**config.mk**
```make
export PLATFORM = sky130hd
export DESIGN_NAME = four_button_debouncer
export DESIGN_NICKNAME = d
export VERILOG_FILES = /design/src/sv/fbd_pkg.sv /design/src/sv/fbd_cfg.sv /design/src/sv/fbd_core.sv /design/src/sv/fbd_obuf.sv /design/src/sv/four_button_debouncer.sv
export SDC_FILE = /design/constraint.sdc
export NUM_CORES = 1
export LEC_CHECK = 0
export BUFFER_PORTS_ARGS = -buffer_cell sky130_fd_sc_hd__buf_2
export CAP_MARGIN = 20
export CORE_MARGIN = 2
export CORE_UTILIZATION = 56
export CTS_BUF_LIST = sky130_fd_sc_hd__clkbuf_4
export DETAILED_ROUTE_END_ITERATION = 12
export PLACE_DENSITY = 0.85
export SYNTH_ARGS = -nofsm -noshare
export SYNTH_HDL_FRONTEND = slang
export SYNTH_SLANG_ARGS = --single-unit
```
**constraint.sdc**
```tcl
create_clock -name clk -period 6.4 [get_ports clk]
set_input_delay 1.28 -clock clk [delete_from_list [all_inputs] [get_ports clk]]
set_output_delay 1.28 -clock clk [all_outputs]
set_load 0.05 [all_outputs]
```
**src/sv/fbd_pkg.sv**
```systemverilog
// Types and constants shared by the four-button debouncer modules.
`default_nettype none

package fbd_pkg;

    typedef enum logic [1:0] {
        PH_IDLE    = 2'd0,
        PH_PRESS   = 2'd1,
        PH_HELD    = 2'd2,
        PH_RELEASE = 2'd3
    } phase_t;

    typedef enum logic [2:0] {
        KEY_NONE = 3'd0,
        KEY_OK   = 3'd1,
        KEY_BACK = 3'd2,
        KEY_DOWN = 3'd3,
        KEY_UP   = 3'd4
    } key_t;

    typedef enum logic {
        CMD_TICK = 1'b0,
        CMD_READ = 1'b1
    } cmd_t;

    // register index, taken from paddr[2]
    typedef enum logic {
        REG_SETTLE = 1'b0
    } reg_idx_t;

    localparam int unsigned SETTLE_W   = 16;
    localparam int unsigned BUTTONS_W  = 4;
    localparam logic [SETTLE_W-1:0] SETTLE_RESET = 16'd500;

    // button bits in the down mask
    localparam int unsigned BTN_BACK = 0;
    localparam int unsigned BTN_OK   = 2;
    localparam int unsigned BTN_UP   = 3;

    typedef struct packed {
        logic valid;
        key_t key;
    } result_t;

    function automatic key_t pick_key(input logic [BUTTONS_W-1:0] down);
        key_t k;
        if (down[BTN_OK])
            k = KEY_OK;
        else if (down[BTN_BACK])
            k = KEY_BACK;
        else if (down[BTN_UP])
            k = KEY_UP;
        else
            k = KEY_DOWN;
        return k;
    endfunction

endpackage

`default_nettype wire

```
**src/sv/fbd_cfg.sv**
```systemverilog
// APB register file holding the settle time.
`default_nettype none

module fbd_cfg
    import fbd_pkg::*;
(
    input  wire logic                clk,
    input  wire logic                rst_n,
    input  wire logic                psel,
    input  wire logic                penable,
    input  wire logic                pwrite,
    input  wire logic [2:0]          paddr,
    input  wire logic [31:0]         pwdata,
    output logic      [31:0]         prdata,
    output logic                     pready,
    output logic      [SETTLE_W-1:0] settle_ticks
);

    logic [SETTLE_W-1:0] settle_ticks_reg;
    logic [SETTLE_W-1:0] settle_ticks_next;
    logic                wr_en;
    reg_idx_t            idx;

    assign pready = 1'b1;
    assign idx    = reg_idx_t'(paddr[2]);
    assign wr_en  = psel & penable & pwrite & pready;

    always_comb
    begin
        settle_ticks_next = settle_ticks_reg;
        if (wr_en && idx == REG_SETTLE)
            settle_ticks_next = pwdata[SETTLE_W-1:0];
    end

    always_comb
    begin
        unique case (idx)
            REG_SETTLE: prdata = {{(32-SETTLE_W){1'b0}}, settle_ticks_reg};
            default:    prdata = 32'd0;
        endcase
    end

    always_ff @(posedge clk or negedge rst_n)
    begin
        if (!rst_n)
            settle_ticks_reg <= SETTLE_RESET;
        else
            settle_ticks_reg <= settle_ticks_next;
    end

    assign settle_ticks = settle_ticks_reg;

endmodule

`default_nettype wire

```
**src/sv/fbd_core.sv**
```systemverilog
// Debounce state machine and latched key, updated once per accepted request.
`default_nettype none

module fbd_core
    import fbd_pkg::*;
(
    input  wire logic                 clk,
    input  wire logic                 rst_n,
    input  wire logic                 req_valid,
    input  wire logic                 command,
    input  wire logic [BUTTONS_W-1:0] buttons_n,
    input  wire logic [SETTLE_W-1:0]  settle_ticks,
    output result_t                   result
);

    phase_t              phase_reg;
    phase_t              phase_next;
    logic [SETTLE_W-1:0] count_reg;
    logic [SETTLE_W-1:0] count_next;
    key_t                key_reg;
    key_t                key_next;

    logic [BUTTONS_W-1:0] down;
    logic                 any;
    logic                 tick;
    logic                 rd;
    logic [SETTLE_W-1:0]  count_dec;
    logic                 expire;

    assign down      = ~buttons_n;
    assign any       = |down;
    assign tick      = req_valid && cmd_t'(command) == CMD_TICK;
    assign rd        = req_valid && cmd_t'(command) == CMD_READ;
    assign count_dec = count_reg - 1'b1;
    assign expire    = count_dec == '0;

    // next phase
    always_comb
    begin
        phase_next = phase_reg;
        if (tick)
        begin
            unique case (phase_reg)
                PH_IDLE:    if (any) phase_next = PH_PRESS;
                PH_PRESS:   if (expire) phase_next = any ? PH_HELD : PH_IDLE;
                PH_HELD:    if (!any) phase_next = PH_RELEASE;
                PH_RELEASE: if (expire) phase_next = PH_IDLE;
                default:    phase_next = PH_IDLE;
            endcase
        end
    end

    // counter, key latch and result
    always_comb
    begin
        count_next = count_reg;
        key_next   = key_reg;
        result     = '{valid: req_valid, key: KEY_NONE};
        if (tick)
        begin
            unique case (phase_reg)
                PH_IDLE:
                    if (any) count_next = settle_ticks;
                PH_PRESS:
                begin
                    count_next = count_dec;
                    if (expire && any)
                        key_next = pick_key(down);
                end
                PH_HELD:
                    if (!any) count_next = settle_ticks;
                PH_RELEASE:
                    count_next = count_dec;
                default:
                    count_next = count_reg;
            endcase
        end
        else if (rd)
        begin
            result.key = key_reg;
            key_next   = KEY_NONE;
        end
    end

    always_ff @(posedge clk or negedge rst_n)
    begin
        if (!rst_n)
        begin
            phase_reg <= PH_IDLE;
            count_reg <= '0;
            key_reg   <= KEY_NONE;
        end
        else
        begin
            phase_reg <= phase_next;
            count_reg <= count_next;
            key_reg   <= key_next;
        end
    end

endmodule

`default_nettype wire

```
**src/sv/fbd_obuf.sv**
```systemverilog
// Two-entry result buffer between the state machine and the output stream.
`default_nettype none

module fbd_obuf
    import fbd_pkg::*;
(
    input  wire logic    clk,
    input  wire logic    rst_n,
    input  result_t      result,
    output logic         room,
    output logic         out_valid,
    input  wire logic    out_ready,
    output key_t         out_key
);

    key_t       mem [2];
    logic [1:0] count_reg;
    logic [1:0] count_next;
    logic       wr_ptr_reg;
    logic       wr_ptr_next;
    logic       rd_ptr_reg;
    logic       rd_ptr_next;
    logic       push;
    logic       pop;

    assign room      = ~count_reg[1];
    assign out_valid = count_reg != 2'd0;
    assign out_key   = mem[rd_ptr_reg];
    assign push      = result.valid;
    assign pop       = out_valid & out_ready;

    always_comb
    begin
        count_next  = count_reg + {1'b0, push} - {1'b0, pop};
        wr_ptr_next = wr_ptr_reg ^ push;
        rd_ptr_next = rd_ptr_reg ^ pop;
    end

    always_ff @(posedge clk)
    begin
        if (push)
            mem[wr_ptr_reg] <= result.key;
    end

    always_ff @(posedge clk or negedge rst_n)
    begin
        if (!rst_n)
        begin
            count_reg  <= 2'd0;
            wr_ptr_reg <= 1'b0;
            rd_ptr_reg <= 1'b0;
        end
        else
        begin
            count_reg  <= count_next;
            wr_ptr_reg <= wr_ptr_next;
            rd_ptr_reg <= rd_ptr_next;
        end
    end

endmodule

`default_nettype wire

```
**src/sv/four_button_debouncer.sv**
```systemverilog
// Four-button debouncer: stream requests in, one key result out per request.
// Each result is registered in a two-entry result buffer and presented on m_axis from it.
// Throughput: one request per cycle while that buffer has room; it keeps s_axis_tready
// high while one result waits, so a stall costs nothing until two results queue.
// Reset (async, active low): phase idle, count 0, no key latched, settle time 500,
// result buffer empty.
`default_nettype none

module four_button_debouncer
    import fbd_pkg::*;
(
    input  wire logic        clk,
    input  wire logic        rst_n,
    input  wire logic        s_axis_tvalid,
    output logic             s_axis_tready,
    input  wire logic [7:0]  s_axis_tdata,   // [3:0] buttons_n, [7:4] zero
    input  wire logic        s_axis_tuser,   // [0] command
    output logic             m_axis_tvalid,
    input  wire logic        m_axis_tready,
    output logic      [7:0]  m_axis_tdata,   // [2:0] key, [7:3] zero
    input  wire logic        psel,
    input  wire logic        penable,
    input  wire logic        pwrite,
    input  wire logic [2:0]  paddr,
    input  wire logic [31:0] pwdata,
    output logic      [31:0] prdata,
    output logic             pready
);

    logic [SETTLE_W-1:0] settle_ticks;
    result_t             result;
    key_t                out_key;
    logic                accept;

    assign accept = s_axis_tvalid & s_axis_tready;

    fbd_cfg u_cfg (
        .clk          (clk),
        .rst_n        (rst_n),
        .psel         (psel),
        .penable      (penable),
        .pwrite       (pwrite),
        .paddr        (paddr),
        .pwdata       (pwdata),
        .prdata       (prdata),
        .pready       (pready),
        .settle_ticks (settle_ticks)
    );

    fbd_core u_core (
        .clk          (clk),
        .rst_n        (rst_n),
        .req_valid    (accept),
        .command      (s_axis_tuser),
        .buttons_n    (s_axis_tdata[BUTTONS_W-1:0]),
        .settle_ticks (settle_ticks),
        .result       (result)
    );

    fbd_obuf u_obuf (
        .clk       (clk),
        .rst_n     (rst_n),
        .result    (result),
        .room      (s_axis_tready),
        .out_valid (m_axis_tvalid),
        .out_ready (m_axis_tready),
        .out_key   (out_key)
    );

    assign m_axis_tdata = {5'd0, out_key};

endmodule

`default_nettype wire

```
[Word level (Yosys, flattened, before mapping)]
Memory sizes are Yosys's and may differ from the RTL's.
Cells that the tools add are included.
W data, S select, Z words.
Storage, ports and cells
  memory bits (writable): 6
  input bits: 51
  bits in registers: 41
  output and inout bits: 43
  memories kept: 1
Memories
  u_obuf.mem: words 2, width 3, rd ports 1, clocked after Yosys merged registers in 0, write ports 1, RTL line fbd_obuf.sv:16  | key_t mem [2];
Operators by class
  reductions and logical operators: 13
  mux-type cells: 21
  add/sub/neg operators: 3
  bitwise operators: 10
  eq/ne operators: 9
Operators with widths (count)
  $mux W16: 3
  $pmux W16 S3: 1
  $mux W3: 9
  $logic_not A16 Y1: 1
  $sub A16 B1 Y16 const B: 1
  $mux W2: 5
  $pmux W2 S4: 1
  $ne A2 B1 Y1 const B: 3
  $ne A2 B2 Y1 const B: 3
  $reduce_and A3 Y1: 2
  $reduce_and A5 Y1: 1
  $and A1 B1 Y1: 4
  $eq A2 B2 Y1 const B: 2
  $logic_and A1 B1 Y1: 4
  $not A4 Y4: 1
  $reduce_bool A2 Y1: 2
  $reduce_or A4 Y1: 1
  $not A1 Y1: 3
  $add A2 B1 Y2: 1
  $eq A2 B1 Y1 const B: 1
  $logic_not A2 Y1: 1
  $mux W1: 2
  $reduce_or A2 Y1: 1
  $sub A2 B1 Y2: 1
  $xor A1 B1 Y1: 2

[Longest topological paths before layout]
Gate-level depths: netlist of run 1.
  depth in word-level cells: 7
  depth in mapped cells: 8
  depth with buffers taken out: 8

[Cells and area by module]
A second synthesis of run 1 with hierarchy kept.
Second synthesis, totals
  cell total of the unflattened synthesis: 287
  area total of the unflattened synthesis: 2936.6 um^2
By module, submodules not included
  fbd_core: times used 1, area each 1560.2 um^2, cells an instance 183
  fbd_cfg: times used 1, area each 907.1 um^2, cells an instance 70
  fbd_obuf: times used 1, area each 421.7 um^2, cells an instance 27
  four_button_debouncer: times used 1, area each 47.5 um^2, cells an instance 7

[Worst setup path after synthesis of run 1]
No wires, ideal clock.
  kind: in2out
  from: input paddr[2]
  to: output prdata[10]
  arrival: 2.177 ns
  stages: 2
  slack: 2.943 ns
  cells stage by stage: clkbuf_1 nor2b_1
On the way
  word-level cells in the longest chain between the ends: 1
Ends and longest elaborated chain
  start: declaration: RTL line four_button_debouncer.sv:24  | input wire logic [2:0] paddr,
  $mux W16: RTL line fbd_cfg.sv:37  | unique case (idx)
  end: declaration: RTL line four_button_debouncer.sv:26  | output logic [31:0] prdata,
No other way between the ends.

[Worst setup path in the final report of run 1]
  from: input paddr[2]
  to: output prdata[1]
Same word-level chain as after synthesis.

==> results.ini, run 1 <==
[grt]
grt_max_degree=42
grtUsageMet1_pct=27.5
grtUsageMet3_pct=4.15
grt_pass1_wl_um=9370
grt_util_all_layers_pct=21.7
grt.met2_usage_pct=38.1
grt_most_used_layer=met2
grt_pass1_vias=2116
antenna_found_initial=0
overflow=0

[critical_path]
r2r_start=u_obuf.count_reg[1]$_DFF_PN0_
worst_r2r_path_depth=5
end_kind=output pin
crit_type=input pin to output pin
rrSetupSlack_ps=3870
cp_data_required_time_ps=5120
arrival_ps=1930
crit_path_start_kind=input pin
path_max_fanout=17
cp-startpoint=paddr[2]
r2r-end=u_core.count_reg[4]$_DFFE_PN0P_

[routing]
viasPerCell=5.64
dr.first_iter.drc_count=116
wl_um=5620
drc=0
vias=2177
wl_per_cell_um=14.6
final_antenna_net_count=0
firstDrtPassIters=5

[floorplan]
die_area_mm2=0.00562
io_pins=94
die_w_um=75.0
initial_utilization_pct=59.0
core_area_mm2=0.00479
die_h_um=75.0
std_cell_rows=25

[cts]
cts_tree=built
clock_latency_ps=370
htreeDepth=2
cts_resized=0
cts_setup_buffers=0
cts_made_buffers=5
cts.clk_slew.worst_paths_ps=120
cts_sinks=47
clockBufferDepth=2
cts_hold_buf=0
root_buffer=clkbuf_4

[layout]
fin_util_pct=63.7
synthToLayoutAreaGrowth_pct=7.98
instances_no_fill=386
antenna_cells=0
finish.net_count=375
drive_gt1_share_pct=28.8

[timing]
slew_headroom_pct=33.8
fin_skew_ps=8.62
finalSetupViolations=0
rsz0062_at_grt=false
fin_crit_sh_pct=50.2
tns_ps=0
drv_slew=0
hold_viol=0
fmax_ghz=0.311
period_needed_ps=3210
layout_setup_ws_ps=3190
worst_pin_slew_ps=993

[logic_synthesis]
synthArstFlopShare_pct=87.2
yosysTopAreaCell=dfrtp_1
yosysMostFrequentCell=dfrtp_1
synth_edf_count=6
netlist.area_leader.share_pct=31.0
yosysSeqAreaShare_pct=43.0
synthTopCellsByCount=dfrtp_1, buf_4, mux2_2
synth_warnings=0
yosys_register_bits=47
synth_cell_types=58
syn_area_per_cell_um2=10.1
syn_area_mm2=0.00282
syn_inst=278
synthTopCellsByArea=dfrtp_1, mux2_2, edfxtp_1
synth-main-ff-cell=dfrtp_1

[pwr]
power-per-cell-area_mw_per_mm2=330
ir_drop_mv=0.194
total_power_w=0.00100
p_leak_nw=1.37

[place]
dp_hpwl_um=4000
io_buffers=49
dp_slack_ps=3050
place.gp.congestion=0.919
placed_cells=378

[min_path]
worstHoldStart=u_obuf.count_reg[1]$_DFF_PN0_
holdCritPathClass=flop to flop
hold_path_depth=1
hold_end=u_obuf.count_reg[1]$_DFF_PN0_

[run]
maxCapViolCount=0

[run_status]
status=finished, final reports clean

==> how the worst max path moves through the flow <==
| stage | to | slack, ps | cells past startpoint |
|---|---|---|---|
| 3_3_place_gp | u_core.count_reg[11]$_DFFE_PN0P_ | 3080 | 6 |
| 4_1_cts | prdata[1] | 3180 | 3 |
| 5_1_grt | prdata[1] | 3130 | 3 |
| 6_report | prdata[1] | 3190 | 3 |
| 3_5_place_dp | u_core.count_reg[2]$_DFFE_PN0P_ | 3050 | 6 |
| 2_1_floorplan | prdata[10] | 2940 | 2 |
==> where the power goes <==
part	internal, W	total, W	switching [W]
Combinational	0.000148	0.000431	0.000283
Clock	0.0000467	0.000139	0.0000928
Sequential	0.000373	0.000434	0.0000603
Total	0.000568	0.00100	0.000436
==> per-stage QoR <==
step,cell area [um^2],hold slack (ps)
after detailed placement,2990,482
after global routing,3050,539
final,3050,499
after global placement,2990,476
after floorplan,2900,458
after CTS,3050,502
==> placed cells by master, fill, tap and decap left out, drive strengths merged, types with 3 or more instances in the layout <==
master / instances
nand3: 4
nand2b: 8
o21ai: 17
and3: 4
edfxtp: 6
and4: 3
buf: 49
nand2: 7
dfrtp: 35
o22ai: 11
nor4: 6
ha: 6
nor2b: 16
nor3: 9
a21oi: 13
nand4: 3
mux2: 20
clkbuf: 6
xnor2: 4
nor2: 10
dfstp: 6
o2111ai: 8
inv: 11
or4: 4
conb: 22
==> area by class of cell <==
type,count,area [um^2]
fillers,401,1740
well taps,67,83.8
multi-input cells,204,1410
clock inverters,2,12.5
clock buffers,6,45.0
inverters,11,41.3
repair buffers,49,245
flip-flops and latches,47,1210
==> cell families (layout without fill, tap and decap cells) <==
| kind of cell | after synthesis | after routing | share of synthesized area [%] |
|---|---|---|---|
| other cells | 2 | 22 | 0.266 |
| simple gates | 85 | 85 | 18.7 |
| compound gates | 65 | 65 | 15.3 |
| flops | 47 | 47 | 43.0 |
| xor+xnor | 5 | 5 | 1.82 |
| fa+ha+maj | 6 | 6 | 2.66 |
| mux | 21 | 21 | 8.34 |
| buf+inv | 47 | 68 | 9.84 |
==> critical path, stage by stage <==
cell and delay, ps:
buf_2 210, nor2b_1 160, buf_2 280
==> routing by layer <==
layer	up-vias	wire length, um
met5	-	0
met4	0	72
met3	8	282
met2	72	2800
met1	1036	2470
li1	1061	-
No activity file was read; power rests on OpenSTA's default activity.
==> inputs of run 2 (changes only) <==
Settings changed: ABC_AREA from default to 1, CORE_UTILIZATION 56 to 52, PLACE_DENSITY 0.85 to 0.8.
Clock period 6.4 ns to 3.2 ns, I/O delays scaled along.
==> run 2 against run 1 <==
  * Final cell count rose by 25%
  * Total power rose by 120%
  * Die area is 6.1% higher
  * Largest power group is now combinational cells
  * Critical endpoint is now u_core.count_reg[13]$_DFFE_PN0P_
  * Sequential cell count did not move
  * Highest routed layer unchanged
==> results.ini, run 2 <==
[routing]
viasPerCell=4.81  ; -15%
drc=0  ; unchanged
dr.first_iter.drc_count=70  ; -40%
final_antenna_net_count=0  ; unchanged
vias=2323  ; +6.7%
wl_per_cell_um=10.4  ; -29%
firstDrtPassIters=4  ; -1
wl_um=5020  ; -11%

[layout]
layout_commonest_cell=nand2_1
final_area_mm2=0.00307  ; +0.62%
fill_cells=480  ; +20%
multi_input_comb_area_mm2=0.00124  ; -12%
drive_gt1_share_pct=19.9  ; -9.0 points
antenna_cells=0  ; unchanged
seq_area_mm2=0.00121  ; unchanged
synthToLayoutAreaGrowth_pct=9.96
finish.net_count=469  ; +25%
layout_common_cells=nand2_1, nor2_1, buf_2

[cts]
clockBufferDepth=2  ; unchanged
cts_tree=built
cts_sinks=47  ; unchanged
root_buffer=clkbuf_4
cts_resized=0  ; unchanged
cts_setup_buffers=0  ; unchanged
cts.clk_slew.worst_paths_ps=130  ; about the same
clock_latency_ps=350  ; -20 ps
htreeDepth=2  ; unchanged
cts_made_buffers=5  ; unchanged
cts_hold_buf=0  ; unchanged

[logic_synthesis]
synth_warnings=0  ; unchanged
synthTopCellsByArea=dfrtp_1, nand2_1, nor2_1
yosysMostFrequentCell=nand2_1
syn_inst=367  ; +32%
netlist.area_leader.share_pct=31.4  ; +0.38 points
synthArstFlopShare_pct=87.2  ; unchanged
yosysSeqAreaShare_pct=43.5  ; +0.52 points
synthTopCellsByCount=nand2_1, nor2_1, inv_1
syn_area_per_cell_um2=7.60  ; -25%
syn_area_mm2=0.00279  ; -1.2%
yosysTopAreaCell=dfrtp_1
yosys_register_bits=47  ; unchanged
synth_edf_count=6  ; unchanged
synth-main-ff-cell=dfrtp_1
synth_cell_types=31  ; -47%

[timing]
worst_pin_slew_ps=886  ; -107 ps
fmax_ghz=0.452
drv_slew=0  ; unchanged
period_needed_ps=2210
finalSetupViolations=0  ; unchanged
fin_skew_ps=8.42  ; -0.198 ps
hold_viol=0  ; unchanged
slew_headroom_pct=40.9  ; +7.1 points
tns_ps=0  ; unchanged
rsz0062_at_grt=false
fin_crit_sh_pct=69.2

[critical_path]
arrival_ps=2490  ; +560 ps
cp_top_family=flip-flops
worst_path_max_delay_cell=dfrtp_1
end_kind=flop
cp_data_required_time_ps=3470  ; -1650 ps
crit_path_start_kind=flop
path_max_fanout=19  ; +2
max_stage_delay_ps=750  ; +470 ps
crit_type=flop to flop
cp_num_buf_inv=2  ; unchanged
cp_cell_sequence=inv_2 > nand2_1 > nor2_1 > nor2_1 > inv_2 > a21oi_1 > o21ai_1 > o21ai_0

[run_status]
status=finished, final reports clean

[place]
place.gp.congestion=0.815  ; -11%
postPlaceCellArea_mm2=0.00301  ; +0.63%
io_buffers=49  ; unchanged
dp_hpwl_um=3910  ; -2.4%

[grt]
grt_pass1_wl_um=8740  ; -6.8%
grt_util_all_layers_pct=17.9  ; -3.8 points
grt_max_degree=42  ; unchanged
overflow=0  ; unchanged
antenna_found_initial=0  ; unchanged
grt_pass1_vias=2128  ; +0.57%

[pwr]
internal-power_w=0.00119  ; +110%
p_leak_nw=1.63  ; +19%
netSwitchingFraction_pct=47.2  ; +3.8 points
ir_drop_mv=0.364  ; +87%
total_power_w=0.00226  ; +120%
p_seq_share_pct=40.4  ; -2.8 points
power-per-cell-area_mw_per_mm2=736  ; +120%
combPwrFrac_pct=47.5  ; +4.6 points
p_sw_w=0.00106  ; +140%
p_clk_share_pct=12.1  ; -1.8 points

[min_path]
holdCritPathClass=input pin to asynchronous set/reset pin

[floorplan]
io_pins=94  ; unchanged
die_w_um=77.2  ; +3.0%
core_area_mm2=0.00514  ; +7.4%
std_cell_rows=26  ; +4.0%
die_h_um=77.2  ; +3.0%
die_area_mm2=0.00596  ; +6.1%
initial_utilization_pct=54.2  ; -4.7 points

[run]
maxCapViolCount=0  ; unchanged

## run 2: changes by cell type in the layout (fill, tap and decap cells not counted), sizes merged, moves of 5 or more
| cell | delta |
|---|---|
| o21ai | +7 |
| nor3 | -8 |
| nand2 | +62 |
| o2111ai | -8 |
| nand2b | -8 |
| mux2 | -20 |
| a21oi | +19 |
| nand3 | +11 |
| inv | +42 |
| nor2b | -16 |
| o22ai | -11 |
| nor4 | -5 |
| nor2 | +58 |
## run 2: kinds of logic (layout without fill, tap and decap cells)
| family | Yosys count | after routing | share of synthesized area (%) |
|---|---|---|---|
| other | 2 | 22 | 0.269 |
| adder cells (fa/ha/maj) | 6 | 6 | 2.69 |
| flip-flops | 47 | 47 | 43.5 |
| buffers and inverters | 86 | 112 | 14.7 |
| XOR/XNOR | 8 | 8 | 2.51 |
| AND/OR/NAND/NOR | 157 | 157 | 24.9 |
| AO/OA/AOI/OAI | 61 | 61 | 11.4 |
## run 2: cell type report
| cell class | count | share of cell area, % |
|---|---|---|
| clock buffers | 6 | 1.47 |
| clock inverters | 2 | 0.408 |
| inverters | 53 | 6.49 |
| multi-input cells | 254 | 40.4 |
| flip-flops and latches | 47 | 39.6 |
| well taps | 70 | 2.86 |
| repair buffers | 51 | 8.73 |
## run 2: power groups by stage
stage                     sequential, W  clock (W)  combinational (W)
after floorplan                0.000895          0           0.000903
after global placement         0.000920          0            0.00104
after detailed placement       0.000922          0            0.00108
after CTS                      0.000911   0.000284            0.00108
after global routing           0.000935   0.000309            0.00119
final                          0.000912   0.000272            0.00107
## run 2: worst register-to-register path, delay by kind of cell, from the launching register on
family          cells  cell delay [ps]
simple gates        3              530
buf+inv             2              490
compound gates      3              370
flops               1              750
## run 2: metal layers
| metal | GRT usage, % | vias up | share of wire [%] |
|---|---|---|---|
| met5 | 0 | - | 0 |
| met4 | 4.64 | 0 | 1.2 |
| met3 | 4.47 | 8 | 5.5 |
| met2 | 31.6 | 74 | 48 |
| met1 | 21.8 | 1052 | 45 |
| li1 | - | 1189 | - |
## run 2: worst paths after layout
kind	startpoint	to	slack, ps	cells past startpoint
worst max-delay path	u_core.phase_reg[0]$_DFFE_PN0P_	u_core.count_reg[13]$_DFFE_PN0P_	990	8
worst max register to register	u_core.phase_reg[0]$_DFFE_PN0P_	u_core.count_reg[13]$_DFFE_PN0P_	990	8
min in group clk	pwdata[2]	u_cfg.settle_ticks[2]$_DFFE_PN1P_	500	3
max in group asynchronous	rst_n	u_core.count_reg[5]$_DFFE_PN0P_	2260	1
worst min-delay path	rst_n	u_cfg.settle_ticks[15]$_DFFE_PN0P_	390	1
worst min register to register	u_cfg.settle_ticks[2]$_DFFE_PN1P_	u_cfg.settle_ticks[2]$_DFFE_PN1P_	500	2
## run 2: per-stage QoR
stage / worst slack [ps] / cells / utilization, % / hold WS (ps)
floorplan: 879 / 387 / - / 344
global placement: 900 / 474 / 58.2 / 476
detailed placement: 1040 / 475 / 58.5 / 480
CTS: 1010 / 483 / 59.6 / 422
global route: 756 / 483 / 59.6 / 448
finish: 986 / 483 / 59.6 / 388
==> inputs of run 3 (changes only) <==
Clock period 3.2 ns to 2.3 ns, I/O delays scaled along.
==> run 3 against run 2 <==
  * Clock power is 44% higher
  * Final cell count rose by 0.83%
  * Critical path depth increased by 2
  * First-iteration DRC count increased by 29%
  * Sequential cell count is the same
  * Largest power group unchanged
==> results.ini, run 3 (same netlist as run 2, synthesis figures left out) <==
[pwr]
ir_drop_mv=0.578  ; +59%
p_leak_nw=1.64  ; +0.79%
power-per-cell-area_mw_per_mm2=1020  ; +39%
total_power_w=0.00316  ; +40%

[run_status]
status=finished, final reports clean

[cts]
cts_made_buffers=5  ; unchanged
root_buffer=clkbuf_4
cts_sinks=47  ; unchanged
clockBufferDepth=2  ; unchanged
cts_tree=built
cts_resized=0  ; unchanged
htreeDepth=2  ; unchanged
cts_setup_buffers=0  ; unchanged
cts_hold_buf=1  ; +1
clock_latency_ps=370  ; +20 ps
cts.clk_slew.worst_paths_ps=140  ; about the same

[layout]
drive_gt1_share_pct=20.6  ; +0.77 points
layout_common_cells=nand2_1, nor2_1, buf_2
synthToLayoutAreaGrowth_pct=10.9
final_area_mm2=0.00309  ; +0.82%
multi_input_comb_area_mm2=0.00124  ; unchanged
seq_area_mm2=0.00121  ; unchanged
finish.net_count=473  ; +0.85%
fill_cells=477  ; -0.63%
fin_util_pct=60.1  ; +0.49 points
layout_commonest_cell=nand2_1
antenna_cells=0  ; unchanged

[timing]
fmax_ghz=0.480  ; +6.3%
finalSetupViolations=0  ; unchanged
drv_slew=0  ; unchanged
rsz0062_at_grt=false
layout_setup_ws_ps=217  ; -769 ps
hold_viol=0  ; unchanged
fin_skew_ps=16.0  ; +7.55 ps
period_needed_ps=2080  ; -131 ps
fin_crit_sh_pct=90.6  ; +21 points
tns_ps=0  ; unchanged

[min_path]
worstHoldStart=pwdata[8]
holdCritPathClass=input pin to flop

[critical_path]
max_stage_delay_ps=430  ; -320 ps
worst_path_max_delay_cell=dfrtp_1
crit_path_start_kind=flop
cp_cell_sequence=inv_2 > ha_1 > nand3_2 > nor2_1 > xor2_1 > nand3_1 > nor2_4 > nand3_1 > nand2_1 > o21ai_1
path_max_fanout=4  ; -15
crit_type=flop to flop
r2r_start=u_core.count_reg[0]$_DFFE_PN0P_
cp_common_cell=nand3_1
end_kind=flop
cp_data_required_time_ps=2570  ; -900 ps
cp_top_family=simple AND/OR/NAND/NOR gates
cp_num_buf_inv=1  ; -1
cp-startpoint=u_core.count_reg[0]$_DFFE_PN0P_
arrival_ps=2350  ; -140 ps

[routing]
firstDrtPassIters=4  ; unchanged
wl_per_cell_um=10.7  ; +3.0%
wl_um=5210  ; +3.8%
viasPerCell=4.80  ; -0.22%
vias=2337  ; +0.60%
drc=0  ; unchanged
final_antenna_net_count=0  ; unchanged
dr.first_iter.drc_count=90  ; +29%

[floorplan]
std_cell_rows=26  ; unchanged
io_pins=94  ; unchanged
die_w_um=77.2  ; unchanged
core_area_mm2=0.00514  ; unchanged
die_area_mm2=0.00596  ; unchanged
die_h_um=77.2  ; unchanged
initial_utilization_pct=54.2  ; unchanged

[grt]
grt_most_used_layer=met2
overflow=0  ; unchanged
grtUsageMet1_pct=22.8  ; +1.0 points
grt_max_degree=25  ; -40%
antenna_found_initial=0  ; unchanged
grt_pass1_vias=2124  ; -0.19%
grt.met2_usage_pct=31.9  ; +0.35 points
grt_pass1_wl_um=8940  ; +2.3%
grt_util_all_layers_pct=18.3  ; +0.40 points
grtUsageMet3_pct=3.65  ; -0.82 points

[place]
place.gp.congestion=0.820  ; +0.60%
dp_hpwl_um=4010  ; +2.6%
io_buffers=49  ; unchanged
postPlaceCellArea_mm2=0.00302  ; +0.50%
dp_slack_ps=254  ; -787 ps

[run]
maxCapViolCount=0  ; unchanged

run 3: power breakdown:
group | switching [W] | internal (W) | total (W)
Sequential | 0.000174 | 0.00110 | 0.00127
Clock | 0.000261 | 0.000130 | 0.000391
Combinational | 0.00107 | 0.000433 | 0.00150
run 3: final cells by class:
type / count / share of cell area, %
multi-input combinational: 254 / 40.1
sequential: 47 / 39.3
timing repair buffer: 55 / 9.47
inverter: 53 / 6.44
tap: 70 / 2.83
clock buffer: 6 / 1.46
clock inverter: 2 / 0.405
run 3: worst paths after layout:
path                                                            to  slack (ps)  cells after the start
worst max-delay path                                          flop         220                     10
worst min-delay path             u_cfg.settle_ticks[8]$_DFFE_PN1P_         310                      3
worst max register to register                                flop         220                     10
worst min register to register   u_cfg.settle_ticks[5]$_DFFE_PN1P_         500                      2
max in group asynchronous        u_cfg.settle_ticks[5]$_DFFE_PN1P_        1240                      3
min in group asynchronous       u_cfg.settle_ticks[14]$_DFFE_PN0P_         500                      2
run 3: worst reg2reg max path, cell delays in order (launching register included):
cell and delay, ps:
dfrtp_1 430, inv_2 120, ha_1 240, nand3_2 170, nor2_1 180, xor2_1 260
nand3_1 170, nor2_4 170, nand3_1 130, nand2_1 90, o21ai_1 60
run 3: metrics by stage:
step                hold WS [ps]  instances
floorplan                    164        387
finish                       308        487
CTS                          302        487
detailed placement           382        478
global route                 301        487
global placement             381        478
run 3: routing by layer:
metal	part of all wire (%)	routed length, um
met5	0	0
met3	5.5	287
met1	45	2350
met4	1.5	78
met2	48	2500
